### src/design/lkv_pkg.sv
package lkv_pkg;

    localparam int ENTRIES = 16;
    localparam int IDX_W   = (ENTRIES > 1) ? $clog2(ENTRIES) : 1;
    localparam int CAP_W   = $clog2(ENTRIES + 1);
    localparam int KEY_W   = 32;
    localparam int VAL_W   = 32;

    localparam logic KIND_GET = 1'b0;
    localparam logic KIND_PUT = 1'b1;

    localparam logic [VAL_W-1:0] MISS_VALUE = {VAL_W{1'b1}};

    localparam logic [CAP_W-1:0] CAPACITY_RESET = CAP_W'(ENTRIES);
    localparam logic             REG_CAPACITY   = 1'b0;

    typedef enum logic [1:0] {
        ST_IDLE,
        ST_SCAN,
        ST_COMMIT
    } state_t;

    typedef struct packed {
        logic load;
        logic scan_step;
        logic commit;
    } cmd_t;

    typedef struct packed {
        logic scan_last;
        logic is_get;
        logic out_busy;
    } sts_t;

endpackage

### src/design/lru_key_value_cache.sv
// Fully associative 16-entry key/value cache with LRU replacement. Each input
// beat is a get (s_tuser = 0) or a put (s_tuser = 1); a get answers with one
// output beat (hit flag on m_tuser, value or all ones on m_tdata), a put gives
// none. Each item passes through an accept state, a scan that compares one
// stored key per cycle, and a commit state that updates all recency ranks at
// once. A get commit waits while the previous result beat is still held in the
// output register. The store is empty right after reset (no clearing pass). The
// capacity register (address 0) may only be written while the block is idle;
// 0 acts as 1 and stored values above 16 act as 16.
module lru_key_value_cache (
    input  logic        aclk,
    input  logic        aresetn,
    // APB configuration
    input  logic        psel,
    input  logic        penable,
    input  logic        pwrite,
    input  logic [2:0]  paddr,
    input  logic [31:0] pwdata,
    output logic [31:0] prdata,
    output logic        pready,
    // input stream
    input  logic        s_tvalid,
    output logic        s_tready,
    input  logic [63:0] s_tdata,  // [31:0] key, [63:32] value
    input  logic        s_tuser,  // [0] kind
    // result stream
    output logic        m_tvalid,
    input  logic        m_tready,
    output logic [31:0] m_tdata,  // [31:0] read_value
    output logic        m_tuser   // [0] hit
);

    logic [lkv_pkg::CAP_W-1:0] capacity_reg;
    logic                      cfg_write;
    lkv_pkg::cmd_t             cmd;
    lkv_pkg::sts_t             sts;

    assign pready    = 1'b1;
    assign cfg_write = psel && penable && pwrite && pready;

    always_ff @(posedge aclk) begin
        if (!aresetn) begin
            capacity_reg <= lkv_pkg::CAPACITY_RESET;
        end else if (cfg_write && (paddr[2] == lkv_pkg::REG_CAPACITY)) begin
            capacity_reg <= pwdata[lkv_pkg::CAP_W-1:0];
        end
    end

    assign prdata = (paddr[2] == lkv_pkg::REG_CAPACITY)
                  ? {{(32 - lkv_pkg::CAP_W){1'b0}}, capacity_reg} : 32'd0;

    lkv_ctrl u_ctrl (
        .aclk     (aclk),
        .aresetn  (aresetn),
        .in_valid (s_tvalid),
        .in_ready (s_tready),
        .sts      (sts),
        .cmd      (cmd)
    );

    lkv_datapath u_datapath (
        .aclk      (aclk),
        .aresetn   (aresetn),
        .cmd       (cmd),
        .sts       (sts),
        .capacity  (capacity_reg),
        .in_kind   (s_tuser),
        .in_key    (s_tdata[31:0]),
        .in_value  (s_tdata[63:32]),
        .out_valid (m_tvalid),
        .out_ready (m_tready),
        .out_hit   (m_tuser),
        .out_value (m_tdata)
    );

    a_load_on_accept: assert property (@(posedge aclk) disable iff (!aresetn)
        cmd.load |-> (s_tvalid && s_tready))
        else $error("load without input beat");

    a_busy_after_accept: assert property (@(posedge aclk) disable iff (!aresetn)
        cmd.load |=> !s_tready)
        else $error("input ready during scan");

    a_commit_not_blocked: assert property (@(posedge aclk) disable iff (!aresetn)
        cmd.commit |-> !(sts.is_get && sts.out_busy))
        else $error("get committed over a held result");

    a_result_from_commit: assert property (@(posedge aclk) disable iff (!aresetn)
        $rose(m_tvalid) |-> $past(cmd.commit && sts.is_get))
        else $error("result beat without get commit");

endmodule

### src/design/lkv_ctrl.sv
module lkv_ctrl (
    input  logic          aclk,
    input  logic          aresetn,
    input  logic          in_valid,
    output logic          in_ready,
    input  lkv_pkg::sts_t sts,
    output lkv_pkg::cmd_t cmd
);

    lkv_pkg::state_t state_reg;
    lkv_pkg::state_t state_next;

    always_ff @(posedge aclk) begin
        if (!aresetn) begin
            state_reg <= lkv_pkg::ST_IDLE;
        end else begin
            state_reg <= state_next;
        end
    end

    always_comb begin
        state_next = state_reg;
        unique case (state_reg)
            lkv_pkg::ST_IDLE: begin
                if (in_valid) begin
                    state_next = lkv_pkg::ST_SCAN;
                end
            end
            lkv_pkg::ST_SCAN: begin
                if (sts.scan_last) begin
                    state_next = lkv_pkg::ST_COMMIT;
                end
            end
            lkv_pkg::ST_COMMIT: begin
                if (!(sts.is_get && sts.out_busy)) begin
                    state_next = lkv_pkg::ST_IDLE;
                end
            end
            default: state_next = lkv_pkg::ST_IDLE;
        endcase
    end

    always_comb begin
        in_ready      = 1'b0;
        cmd.load      = 1'b0;
        cmd.scan_step = 1'b0;
        cmd.commit    = 1'b0;
        unique case (state_reg)
            lkv_pkg::ST_IDLE: begin
                in_ready = 1'b1;
                cmd.load = in_valid;
            end
            lkv_pkg::ST_SCAN: begin
                cmd.scan_step = 1'b1;
            end
            lkv_pkg::ST_COMMIT: begin
                cmd.commit = !(sts.is_get && sts.out_busy);
            end
            default: begin
                in_ready = 1'b0;
            end
        endcase
    end

endmodule

### src/design/lkv_datapath.sv
module lkv_datapath (
    input  logic                        aclk,
    input  logic                        aresetn,
    input  lkv_pkg::cmd_t               cmd,
    output lkv_pkg::sts_t               sts,
    input  logic [lkv_pkg::CAP_W-1:0]   capacity,
    input  logic                        in_kind,
    input  logic [lkv_pkg::KEY_W-1:0]   in_key,
    input  logic [lkv_pkg::VAL_W-1:0]   in_value,
    output logic                        out_valid,
    input  logic                        out_ready,
    output logic                        out_hit,
    output logic [lkv_pkg::VAL_W-1:0]   out_value
);

    localparam int N  = lkv_pkg::ENTRIES;
    localparam int IW = lkv_pkg::IDX_W;
    localparam int CW = lkv_pkg::CAP_W;

    logic [lkv_pkg::KEY_W-1:0] entry_key_mem   [N];
    logic [lkv_pkg::VAL_W-1:0] entry_value_mem [N];

    logic [N-1:0]  valid_reg;
    logic [N-1:0]  valid_next;
    logic [IW-1:0] rank_reg  [N];
    logic [IW-1:0] rank_next [N];
    logic [CW-1:0] occ_reg;
    logic [CW-1:0] occ_next;

    logic                      kind_reg;
    logic [lkv_pkg::KEY_W-1:0] key_reg;
    logic [lkv_pkg::VAL_W-1:0] value_reg;
    logic [IW-1:0]             idx_reg;

    logic                      match_found_reg;
    logic [IW-1:0]             match_slot_reg;
    logic [IW-1:0]             match_rank_reg;
    logic [lkv_pkg::VAL_W-1:0] match_value_reg;
    logic                      free_found_reg;
    logic [IW-1:0]             free_slot_reg;

    logic                      out_valid_reg;
    logic                      out_hit_reg;
    logic [lkv_pkg::VAL_W-1:0] out_value_reg;

    logic [CW-1:0] cap_eff;
    logic [CW-1:0] cap_m1;
    logic          evict_mode;
    logic          scan_free;
    logic          is_put;
    logic          mem_we;
    logic [IW-1:0] mem_waddr;

    always_comb begin
        priority if (capacity == '0) begin
            cap_eff = CW'(1);
        end else if (capacity > CW'(N)) begin
            cap_eff = CW'(N);
        end else begin
            cap_eff = capacity;
        end
    end

    assign cap_m1     = cap_eff - CW'(1);
    assign evict_mode = (occ_reg >= cap_eff);
    assign is_put     = (kind_reg == lkv_pkg::KIND_PUT);

    assign scan_free = !valid_reg[idx_reg]
                     || (evict_mode && (CW'(rank_reg[idx_reg]) >= cap_m1));

    assign sts.scan_last = (idx_reg == IW'(N - 1));
    assign sts.is_get    = (kind_reg == lkv_pkg::KIND_GET);
    assign sts.out_busy  = out_valid_reg && !out_ready;

    // rank and valid update, one independent compare per entry
    always_comb begin
        valid_next = valid_reg;
        occ_next   = occ_reg;
        for (int i = 0; i < N; i++) begin
            rank_next[i] = rank_reg[i];
        end
        if (cmd.commit) begin
            if (match_found_reg) begin
                for (int i = 0; i < N; i++) begin
                    if (valid_reg[i] && (IW'(i) != match_slot_reg)
                        && (rank_reg[i] < match_rank_reg)) begin
                        rank_next[i] = rank_reg[i] + IW'(1);
                    end
                end
                rank_next[match_slot_reg] = '0;
            end else if (is_put) begin
                for (int i = 0; i < N; i++) begin
                    if (valid_reg[i]) begin
                        if (evict_mode && (CW'(rank_reg[i]) >= cap_m1)) begin
                            valid_next[i] = 1'b0;
                        end else begin
                            rank_next[i] = rank_reg[i] + IW'(1);
                        end
                    end
                end
                valid_next[free_slot_reg] = 1'b1;
                rank_next[free_slot_reg]  = '0;
                occ_next = evict_mode ? cap_eff : occ_reg + CW'(1);
            end
        end
    end

    always_ff @(posedge aclk) begin
        if (!aresetn) begin
            valid_reg <= '0;
            occ_reg   <= '0;
            for (int i = 0; i < N; i++) begin
                rank_reg[i] <= '0;
            end
        end else begin
            valid_reg <= valid_next;
            occ_reg   <= occ_next;
            for (int i = 0; i < N; i++) begin
                rank_reg[i] <= rank_next[i];
            end
        end
    end

    assign mem_we    = cmd.commit && is_put && (match_found_reg || free_found_reg);
    assign mem_waddr = match_found_reg ? match_slot_reg : free_slot_reg;

    always_ff @(posedge aclk) begin
        if (mem_we) begin
            entry_value_mem[mem_waddr] <= value_reg;
            if (!match_found_reg) begin
                entry_key_mem[mem_waddr] <= key_reg;
            end
        end
    end

    always_ff @(posedge aclk) begin
        if (cmd.load) begin
            kind_reg        <= in_kind;
            key_reg         <= in_key;
            value_reg       <= in_value;
            idx_reg         <= '0;
            match_found_reg <= 1'b0;
            free_found_reg  <= 1'b0;
        end else if (cmd.scan_step) begin
            idx_reg <= idx_reg + IW'(1);
            if (valid_reg[idx_reg] && (entry_key_mem[idx_reg] == key_reg)
                && !match_found_reg) begin
                match_found_reg <= 1'b1;
                match_slot_reg  <= idx_reg;
                match_rank_reg  <= rank_reg[idx_reg];
                match_value_reg <= entry_value_mem[idx_reg];
            end
            if (scan_free && !free_found_reg) begin
                free_found_reg <= 1'b1;
                free_slot_reg  <= idx_reg;
            end
        end
    end

    always_ff @(posedge aclk) begin
        if (!aresetn) begin
            out_valid_reg <= 1'b0;
        end else if (cmd.commit && sts.is_get) begin
            out_valid_reg <= 1'b1;
        end else if (out_ready) begin
            out_valid_reg <= 1'b0;
        end
    end

    always_ff @(posedge aclk) begin
        if (cmd.commit && sts.is_get) begin
            out_hit_reg   <= match_found_reg;
            out_value_reg <= match_found_reg ? match_value_reg : lkv_pkg::MISS_VALUE;
        end
    end

    assign out_valid = out_valid_reg;
    assign out_hit   = out_hit_reg;
    assign out_value = out_value_reg;

endmodule
### config.mk
export PLATFORM = sky130hd
export DESIGN_NAME = lru_key_value_cache
export DESIGN_NICKNAME = d
export VERILOG_FILES = /design/src/design/lkv_pkg.sv /design/src/design/lru_key_value_cache.sv /design/src/design/lkv_ctrl.sv /design/src/design/lkv_datapath.sv
export SDC_FILE = /design/constraint.sdc
export NUM_CORES = 2
export LEC_CHECK = 0
export BUFFER_PORTS_ARGS = -buffer_cell sky130_fd_sc_hd__buf_2
export CELL_PAD_IN_SITES_DETAIL_PLACEMENT = 1
export CELL_PAD_IN_SITES_GLOBAL_PLACEMENT = 1
export CORE_ASPECT_RATIO = 0.8
export CORE_MARGIN = 1.5
export CORE_UTILIZATION = 45
export DETAILED_ROUTE_END_ITERATION = 10
export PLACE_DENSITY = 0.7
export SLEW_MARGIN = 20
export SYNTH_ARGS = -nofsm -noshare
export SYNTH_HDL_FRONTEND = slang
export SYNTH_SLANG_ARGS = --single-unit
### constraint.sdc
create_clock -name aclk -period 11.6 [get_ports aclk]
set_clock_uncertainty 0.1 [all_clocks]
set_input_delay 0.58 -clock aclk [delete_from_list [all_inputs] [get_ports aclk]]
set_output_delay 0.58 -clock aclk [all_outputs]
set_load 0.1 [all_outputs]
# == Word level (Yosys, flattened, before mapping) ==
# Memories as Yosys holds them, arrays and structs flattened. A register that Yosys moved wholly into a read port is not among the register bits.
# Cells that the tools add are included.
# word_totals
regBits,145
latch_bits,0
ram_bits,1088
romBits,0
out_inout_bits,68
n_memories,3
# memory_table
name,words,word_bits,read_ports,rd_ports_with_merged_regs,wr,line,text
u_datapath.entry_key_mem,16,32,1,1,1,lkv_datapath.sv:20,logic [lkv_pkg::KEY_W-1:0] entry_key_mem [N];
u_datapath.entry_value_mem,16,32,1,1,1,lkv_datapath.sv:21,logic [lkv_pkg::VAL_W-1:0] entry_value_mem [N];
u_datapath.rank_reg,16,4,17,1,16,lkv_datapath.sv:25,logic [IW-1:0] rank_reg [N];
# classes
n_addsub,19
multipliers,0
div,0
order_cmp,42
eq_ne,22
n_shift,0
muxes,261
bitwise,27
reduce_logical,80
# op_table
op,n
$mux W4,151
$mux W64,3
$and A64 B64 Y64,2
$not A64 Y64,2
$mux W1,95
$ge A4 B5 Y1,17
$add A4 B1 Y4 const B,17
$lt A4 B4 Y1,16
$logic_and A1 B1 Y1,63
$demux W4 S4,2
$eq A32 B32 Y1,1
$ne A4 B4 Y1 const A,8
$mux W5,4
$ne A3 B4 Y1 const A,4
$or A1 B1 Y1,16
$or A16 B16 Y16,1
$reduce_and A3 Y1,4
$ge A5 B5 Y1 const B,2
$lt A4 B5 Y1 const B,2
$lt A5 B1 Y1 const B,2
$not A4 Y5,2
$ne A2 B4 Y1 const A,2
$mux W2,3
$ne A2 B2 Y1 const B,3
20 further kinds,29

# == Longest topological paths before layout ==
# depth
word_depth,16
ltp_mapped,18
mapped_depth_nobuf,12

# == Cells and area by module ==
# Synthesis repeated with hierarchy kept, for this count alone.
# unflattened
cells_unflattened,3158
hier_area_um2,54235.8
# modules_own_cells
module,n_inst,cells_per_inst,area_each_um2,seq_area_each_um2
lkv_datapath,1,3087,53650.2,36935.4
lru_key_value_cache,1,58,479.2,100.1
lkv_ctrl,1,13,106.4,40.0

# == Least setup slack after synthesis ==
# Ideal clock, no wire load.
# synth_timing
path_kind,flip-flop to flip-flop
startpoint,register capacity_reg[2] (netlist bit)
endpoint,memory u_datapath.rank_reg[2][0] (netlist bit)
arrival_ns,4.519
t_required_ns,11.429
setup_slack_ns,6.910
stages_incl_launch_ff,12
path_buffers,0
synth_period_minus_slack_ns,4.690
cell_sequence,dfxtp_1 -> nor3_1 -> o21ai_0 -> ha_1 -> xor2_1 -> ha_1 -> a21o_1 -> maj3_1 -> a31oi_1 -> a21oi_1 -> or3_1 -> a21oi_1
# synth_rtl
item,line,text
"start, declared",lru_key_value_cache.sv:33,logic [lkv_pkg::CAP_W-1:0] capacity_reg;
"start signal, assigned",lru_key_value_cache.sv:43,capacity_reg <= lkv_pkg::CAPACITY_RESET;
"start signal, assigned",lru_key_value_cache.sv:45,capacity_reg <= pwdata[lkv_pkg::CAP_W-1:0];
"end, declared",lkv_datapath.sv:25,

==> run summary <==
status - finished, final reports clean
fin worst setup slack - 5790 ps
First-pass DRT Iterations - 6
Final min period - 5810 ps
TritonCTS clock tree - built
Worst Path Class, Setup - reg -> reg
num rows - 112
Startpoint Class - flop
clock latency on the worst-skew pair - 760 ps
share of the synthesized area in the top cell type - 0.655
post-synthesis mux area share - 0.138
Final Hold Viols - 0
clock slew at reported path FFs - 60 ps
Synth area leader - edfxtp_1
finished layout cell area - 0.0607 mm^2
total setup buffers inserted after CTS - 0
area post-placement - 0.0561 mm^2
synthesized instance count - 3058
Detailed Place HPWL - 78.8 mm
Post-Syn Area - 0.0535 mm^2
commonest non-fill, non-tap cell in the layout - edfxtp_1
die footprint - 0.121 mm^2
Yosys warning count - 0
Slew headroom - 0.254
drt first-iter violations - 2965
Root Buffer - clkbuf_16
clk sink count - 1269
ANT nets after route - 0
Post-Route Setup TNS - 0 ps
Filler cells - 10789
transition time of the tightest slew-check pin - 1090 ps
io pins - 175
vias per inst - 6.04
Setup Viol. Count Final - 0
I/O Buffers - 117
CP endpoint kind - flop
largest family of logic cells by synthesized area - multiplexers
worst hold margin - 97.4 ps
maximum number of pins on one net before global-route repair - 74
peak supply drop - 134 uV
Post-Synth Adder-Cell Area - 0.0316
pre-CTS setup slack - 5820 ps
Pwr Density - 162 mW/mm^2
maxcap violations - 0
Area growth syn-to-layout - 13.6%
Initial Util - 0.456
ys async rst share - 0
die height - 311 um
Post-CTS Hold Buffers - 70
number of distinct library cells after synthesis - 73
Max Buffers Root-to-Sink - 3
initial antenna violation count - 3
vias in the first global route - 31667
top cells by area, synth - edfxtp_1 (65%), mux4_2 (12%), dfxtp_1 (3.9%)
Tot GR Track Use - 0.233
footprint of the multi-input gates - 0.0157 mm^2
complex-gate fraction of the synthesized area - 0.0595
fmax - 172 MHz
Die Width - 388 um
H-tree depth - 3
max-slew violations - 0
CP arrival - 6060 ps
Most used DFF post-synth - edfxtp_1
drc violations - 0
via count - 29838
Post-Route Utilization - 0.518
gp weighted congestion - 0.866
most frequent cells in the layout - edfxtp_1 (1166), mux4_2 (284), ha_1 (123)
number of flops mapped to enable cells by yosys - 1166
post-synthesis sequential area ratio - 0.693
crit path max fanout - 47
number of clock buffers inserted by TritonCTS - 120
layout cells sized above 1 - 0.212
simple-gate share of the synthesized area - 0.0481
unrepaired setup endpoints after global routing - no
Post-CTS Resized - 0
final WL - 141 mm
global-route wire length before repair - 209 mm
fin nets - 3523
Core Area - 0.117 mm^2
total gr overflow - 0
Yosys reg bits - 1269
xor-xnor portion of the synthesized cell area - 0.00868
register area - 0.0371 mm^2
Wirelength per Cell - 28.5 um
Tightest Hold Check Type - in -> reg
Required @ worst endpoint - 11850 ps
Pleak - 0.0202 uW
Mapped Avg Cell Area - 17.5 um^2
final clock period utilization by the worst path - 0.501
==> final cells by class <==
cell class,instances,share of cell area
clock inverters,82,0.0139
diodes,2,0.0000824
well taps,1539,0.0317
repair buffers,258,0.0299
multi-input cells,1586,0.258
inverters,58,0.00358
clock buffers,145,0.0517
flip-flops and latches,1269,0.611
==> cells in the mapped netlist, types with 10 or more instances <==
master,instances
a21oi_1,114
a221oi_1,12
nand2b_1,95
o21ai_0,94
inv_1,56
buf_2,25
dfxtp_1,103
nand2_1,109
a211oi_1,12
o41ai_1,12
nor3_1,17
mux4_2,284
o211ai_1,11
a22oi_1,20
xor2_1,23
a31oi_1,25
nor2b_1,39
mux2i_1,89
and3_1,16
buf_4,40
edfxtp_1,1166
nand3_1,36
or3_1,12
nor2_1,127
a21o_1,54
xnor2_1,30
o31ai_1,14
nor4_1,12
a32o_1,17
buf_1,19
maj3_1,15
ha_1,123
o22ai_1,11
o31a_1,10
clkbuf_1,80
==> routing by layer <==
layer | share of wire | vias to the layer above | global-route usage
li1 | - | 12765 | -
met1 | 0.43 | 15724 | 0.333
met2 | 0.48 | 1120 | 0.372
met3 | 0.071 | 227 | 0.0439
met4 | 0.019 | 2 | 0.0581
met5 | 0.000050 | - | 0
==> through the flow <==
step | std cells | power, uW
finish | 4939 | 9870
global route | 4938 | 10100
CTS | 4937 | 9950
detailed placement | 4640 | 5980
global placement | 4640 | 5960
floorplan | 3084 | 5790
==> worst paths after layout <==
check	from	endpoint	slack [ps]	cells after the start
worst max-delay path	flop	u_datapath.match_value_reg[10]	5790	10
worst min-delay path	s_tdata[63]	u_datapath.value_reg[31]	100	1
worst max register to register	flop	u_datapath.match_value_reg[10]	5790	10
worst min register to register	u_datapath.match_value_reg[25]	u_datapath.out_value[25]	410	1
==> worst max-delay path: stages (launching register included) <==
cell,delay [ps]
dfxtp_4,940
buf_4,840
inv_1,520
buf_4,360
mux2_2,300
a22oi_2,140
xnor2_1,150
or3b_1,460
nor4_1,470
and4b_2,320
buf_4,680
==> logic make-up after synthesis <==
logic type               count (synthesis)
AND/OR/NAND/NOR                        509
multiplexers                           382
flip-flops                            1269
adder cells (fa/ha/maj)                138
AO/OA/AOI/OAI                          476
XOR/XNOR                                53
other                                    2
buffers and inverters                  229
==> power by group <==
group	leakage [uW]	switching [uW]	total (uW)	internal, uW
combinational	0.00686	382	760	379
clock	0.00191	1760	3970	2210
sequential	0.0114	116	5140	5020
(Power assumes the default switching activity.)
